`src/rtl/core/v3alu_div.sv`:
```
// ----------------------------------------------------------------------------
// v3alu_div
// pipelined restoring divider for the unit vector, rounded quotient
// ----------------------------------------------------------------------------
`default_nettype none

module v3alu_div #(
	parameter int W = 32,
	parameter int F = 16
) (
	input  logic         clk,
	input  logic         adv,
	input  logic [W-1:0] mag,
	input  logic [W-1:0] len,
	output logic [F:0]   quo
);
	localparam int NW = W + F;
	localparam int RW = W + 1;

	logic [NW-1:0] num;
	logic [NW-1:0] n_s   [F+2];
	logic [W-1:0]  m_s   [F+2];
	logic [W-1:0]  rem_s [F+2];
	logic [F:0]    q_s   [F+2];

	assign num = {mag, {F{1'b0}}} + NW'(len >> 1);

	always_ff @(posedge clk) begin
		if (adv) begin
			n_s[0]   <= num;
			m_s[0]   <= len;
			rem_s[0] <= W'(num >> (F + 1));
			q_s[0]   <= '0;
		end
	end

	for (genvar j = 1; j <= F + 1; j++) begin : g_stage
		logic [RW-1:0] trial;
		logic          take;

		assign trial = {rem_s[j-1], n_s[j-1][F+1-j]};
		assign take  = trial >= {1'b0, m_s[j-1]};

		always_ff @(posedge clk) begin
			if (adv) begin
				n_s[j]   <= n_s[j-1];
				m_s[j]   <= m_s[j-1];
				rem_s[j] <= take ? W'(trial - {1'b0, m_s[j-1]}) : W'(trial);
				q_s[j]   <= {q_s[j-1][F-1:0], take};
			end
		end
	end

	assign quo = q_s[F+1];

endmodule

`default_nettype wire

```
`config.mk`:
```
export PLATFORM = sky130hd
export DESIGN_NAME = v3alu_div
export DESIGN_NICKNAME = d
export VERILOG_FILES = /design/src/rtl/core/v3alu_div.sv
export SDC_FILE = /design/constraint.sdc
export NUM_CORES = 2
export LEC_CHECK = 0
export BUFFER_PORTS_ARGS = -buffer_cell sky130_fd_sc_hd__buf_2
export CORE_AREA = 2 2 344 346
export DETAILED_ROUTE_END_ITERATION = 10
export DIE_AREA = 0 0 346 348
export GPL_ROUTABILITY_DRIVEN = 0
export PLACE_DENSITY = 0.78
export SYNTH_ARGS = -nofsm -noshare
export SYNTH_HDL_FRONTEND = slang
export SYNTH_SLANG_ARGS = --single-unit
```
`constraint.sdc`:
```
create_clock -name clk -period 5.45 [get_ports clk]
set_input_delay 1.09 -clock clk [delete_from_list [all_inputs] [get_ports clk]]
set_output_delay 1.09 -clock clk [all_outputs]
set_load 0.02 [all_outputs]
```
# Word level (Yosys, flattened, before mapping)
# Memory sizes are Yosys's and may differ from the RTL's.
# Cells that the tools add are included.
[classes]
n_addsub = 18
order_cmp = 17
muxes = 19
[ops]
columns = ["cell", "count"]
rows = [
  ["$ge A33 B32 Y1", 17],
  ["$mux W32", 17],
  ["$sub A32 B32 Y32", 17],
  ["$add A48 B31 Y48", 1],
  ["$mux W1", 2],
]
[totals]
register_bits = 0
ram_bits = 2322
inputBits = 66
output_inout_bits = 17
wordCells = 58
mem_count = 4
[memory_table]
columns = ["name", "depth", "word_bits", "rd", "rd_ports_with_merged_regs", "write_ports", "line", "text"]
rows = [
  ["n_s", 18, 48, 17, 0, 18, "21", "logic [NW-1:0] n_s [F+2];"],
  ["m_s", 18, 32, 17, 0, 18, "22", "logic [W-1:0] m_s [F+2];"],
  ["rem_s", 18, 32, 17, 0, 18, "23", "logic [W-1:0] rem_s [F+2];"],
  ["q_s", 18, 17, 18, 0, 18, "24", "logic [F:0] q_s [F+2];"],
]

# Logic depth before layout (Yosys ltp)
[depth]
ltp_word = 2
depth_mapped = 15
mapped_depth_nobuf = 13

# Worst setup path before layout
# OpenSTA, ideal clock, no wires.
[synth_path]
kind = "in2reg"
from = "in mag[0]"
to = "mem n_s[0][46] (netlist name), data pin"
t_arrival_ns = 3.575
required_time_ns = 5.192
setup_slack_ns = 1.618
cell_stages = 13
path_buffers = 1
path_cell_list = "ha_1 > fa_1 > a21o_1 > a21oi_1 > o21ai_0 > nand2_1 > o21ai_0 > o41ai_1 > o21ai_0 > or2_2 > clkbuf_1 > nand4_1 > xnor2_1"
[synth_rtl]
columns = ["element", "line", "text"]
rows = [
  ["start: declaration", "13", "input logic [W-1:0] mag,"],
  ["end: declaration", "21", ""],
]

==> results <==
- The flow ran to the end, and the final reports show no timing, DRC or antenna violations.
- The worst flop-to-flop path startpoint is rem_s[3][10].
- At the end of the flow, the number of nets in the layout was 7266.
- At the worst endpoint, the arrival time is approximately 5.0 ns.
- The transition time at the pin with the least slew margin is about 1.3 ns.
- In the final layout, the multi-input gates occupy between 30000 and 40000 µm².
- Measured along the x axis, the die boundary spans 346 µm.
- The cell accounting for the most synthesized area is edfxtp_1.
- Summing over every cut layer, the via total after detailed routing is between 50000 and 60000.
- The root buffer selected by CTS is clkbuf_16.
- The mean cell area of the mapped netlist is between 10 and 15 µm².
- The total overflow left after global routing is 0.
- Of the total power, registers draw 0.337.
- The final number of max-transition violations is 0.
- The finished layout holds around 8300 standard cells, fillers aside.
- The region available for standard cell placement spans approximately 120000 µm².
- For this run, the top clock speed supported by timing is between 200 and 250 MHz.
- The number of design rule violations left after detail routing is 0.
- In this run the remaining antenna-violating nets after routing total 0.
- Adding up every negative setup slack in the final design gives 0 ns.
- The CTS tree is yes.
- The worst hold path class is flop to flop.
- For this configuration, the core starts out at a cell density of 0.6155.
- The mean routed wirelength per cell is roughly 19 µm.
- The core occupancy in the finished layout is 0.6726.
- The largest driver fanout on the critical path is 38.
- The element type at the critical path end is a flop.
- The type of element launching the critical path is a flop.
- The final-report setup violation count is 0.
- The number of search-and-repair iterations in the first detailed-routing pass is 7.
- In this run, synthesis inferred between 1000 and 1500 flip-flops with an integrated enable.
- The tree built by TritonCTS fans out to about 1200 sinks.
- Internal power comes to just under 30 mW.
- The pin count of the biggest net entering global routing is 125.
- Tracing the worst setup path back leads to its startpoint at rem_s[3][10].
- The final setup skew is 0.02133 ns.
- Counting flops and latches in the post-synthesis netlist gives between 1000 and 1500.
- The number of port buffers is 82.
- The maximum vdd ir drop is about 0.36 mV.
- The total of hold buffers inserted after clock tree synthesis is 0.
- Pin placement for this block handled a little over 80 I/O pins.
- The wire length of the first global-routing pass is 246500 µm.
- The ratio of routed vias to standard cells is ~6.0.
- The fill cell instance count of the final layout is 8264.
- The clock period minus final worst setup slack is 4.536 ns.
- Of the total power, the share spent switching nets is 0.3751.
- The number of buffers on the longest clock path is 3.
- The area enclosed by the die boundary is between 100000 and 150000 µm².
- The async set-reset flop share out of synthesis is 0.
- The die is 348 µm tall.
- Setup repair after global routing left no endpoint under its margin.
- After the first detailed-routing iteration, the DRC count stood at about 3300.
- The finished cells cover between 70000 and 80000 µm².
- The leakage power is 32.33 nW.
- The clock share of power is 0.193.
- The number of antenna violations at the first check in global routing was 2.
- The initialized floorplan defines around 130 standard-cell rows.
- In this run, placement finished with an instance count of 8020.
- The number of hold-slack violations in the final timing report came to 0.
- By instance count, the leading cell after synthesis is edfxtp_1.
- When the netlist entered floorplanning its net count stood at just over 7000.
- The critical path is of the flop to flop type.
- The headroom to the max-slew limit is 0.1203.
- The later pin in the worst-skew pair is clocked with a latency of 0.75 ns.
- In this run the power density over the cells is between 500 and 600 nW/µm².
- In this run the cell area measured after placement is between 70000 and 80000 µm².
- Post-CTS repair changed the size of 0 cells.
- The estimated wirelength of the detail-placed design is about 110000 µm.
- Synthesis handed over a netlist of around 6500 instances.
- Of the synthesized area, sequential elements account for 0.5176.
- The number of warnings reported in the yosys synthesis log is 0.
- After layout, the design draws a total of 46.25 mW.
- The hold path startpoint is q_s[12][10].
- The H-tree was split into 4 levels.
- After clock tree synthesis, the clock-pin slew on the worst setup and hold paths is about 0.060 ns.
- The fraction of layout instances using a drive strength above 1 is 0.08577.
- The global-route total usage across every layer is 0.2535.
- The buffer count from post-CTS setup fixing is 0.
- The critical path required time is approximately 5.9 ns.
- Of the total power, combinational logic draws 0.470.
- In the synthesized netlist, the cells that appear most often are edfxtp_1, inv_1, ha_1, a21oi_1, nand2_1.
- Of the post-synthesis cell area, the dominant cell type holds 0.5176.
- After synthesis, the cell types taking the most area are edfxtp_1, ha_1, a21oi_1.
- Compared with the post-synthesis result, the final layout area differs by 9.285%.
- Across the run, the number of max-cap violations was 0.
- The synthesized netlist occupies a cell area of 72000 µm².
- Of the available clock period, the critical path in the final layout requires 0.8322.
- The netlist uses 96 different library cells.
- The via count of the first global-routing pass was roughly 51000.
- The final layout contains routed wiring with a total length of 153800 µm.
- Registers take approximately 37000 µm².
- In this run the power spent charging and discharging nets is between 15 and 20 mW.
- In this run, CTS created clock tree buffers numbering around 140.
- Among all flip-flop cells after synthesis, the most frequent one is edfxtp_1.
[metal layers]
metal / up-vias / global-route usage / part of all wire
met5: - / 0 / 0
met4: 0 / 0.1880 / 0.080
met3: 648 / 0.03048 / 0.036
met2: 1636 / 0.5110 / 0.55
met1: 23656 / 0.2270 / 0.33
li1: 24135 / - / -
[flip-flops by register name (all words and copies together) (netlist names)]
signal and cells:
m_s 528, n_s 47, q_s 153, rem_s 513
[logic make-up after synthesis]
family | share of synthesized area
AOI/OAI and AO/OA | 0.1561
xor gates and xnor gates | 0.05486
adders and majority gates | 0.1019
buffers and inverters | 0.04291
DFF | 0.5176
muxes | 0.03298
and+or+nand+nor | 0.09365
[final timing paths]
| check | end | slack, ns | cells past startpoint |
|---|---|---|---|
| worst max-delay path | rem_s[4][8] | 0.91 | 11 |
| worst max register to register | rem_s[4][8] | 0.91 | 11 |
| worst min register to register | q_s[13][11] | 0.41 | 0 |
| worst min-delay path | q_s[13][11] | 0.41 | 0 |
[cell usage in the layout (no fill, tap or decap), drive strengths merged, types with 38 or more instances in the layout]
cell type	count
edfxtp	1241
inv	657
ha	559
a21oi	513
nand2	511
o21ai	509
nor2	345
xnor2	263
a21o	241
xor2	188
mux2	188
clkbuf	172
buf	134
nand3	94
nand4	89
nor2b	79
o21bai	77
o21a	67
nor3	66
clkinv	63
nand2b	62
a211oi	59
and3	59
a31oi	57
o31ai	38
[metrics by stage]
step           hold slack, ns  worst slack (ns)
3_5_place_dp           0.4045            0.9949
5_1_grt                0.4169            0.7290
3_3_place_gp           0.4005             1.041
2_1_floorplan          0.4003             1.618
4_1_cts                0.4116            0.9613
6_report               0.4110            0.9144
[critical path: stages, from the launching register on]
cell and delay, ns:
edfxtp_1 0.39, ha_1 0.40, a21oi_1 0.20, nand3b_1 0.14, a2111o_1 0.40, o21ai_1 0.42
o21ai_0 0.35, nand3_1 0.21, a41oi_1 0.33, a31oi_4 0.97, buf_4 0.33, o21ai_0 0.11
[layout make-up]
type | count | area share
Sequential cell | 1241 | 0.4736
Multi-Input combinational cell | 4461 | 0.4035
Clock buffer | 172 | 0.04740
Inverter | 648 | 0.03091
Tap cell | 1536 | 0.02443
Timing Repair Buffer | 134 | 0.01228
Clock inverter | 83 | 0.007792
Antenna cell | 2 | 0.00006361
[power by group through the flow]
stage	Sequential [mW]	Combinational, mW	Clock (mW)
final	15.6	21.7	8.95
after global routing	15.8	23.9	9.48
after CTS	15.5	21.4	9.07
after detailed placement	15.7	21.2	0
after global placement	15.6	20.4	0
after floorplan	15.2	16.6	0
Note: power is estimated with default switching activity, not from simulation.
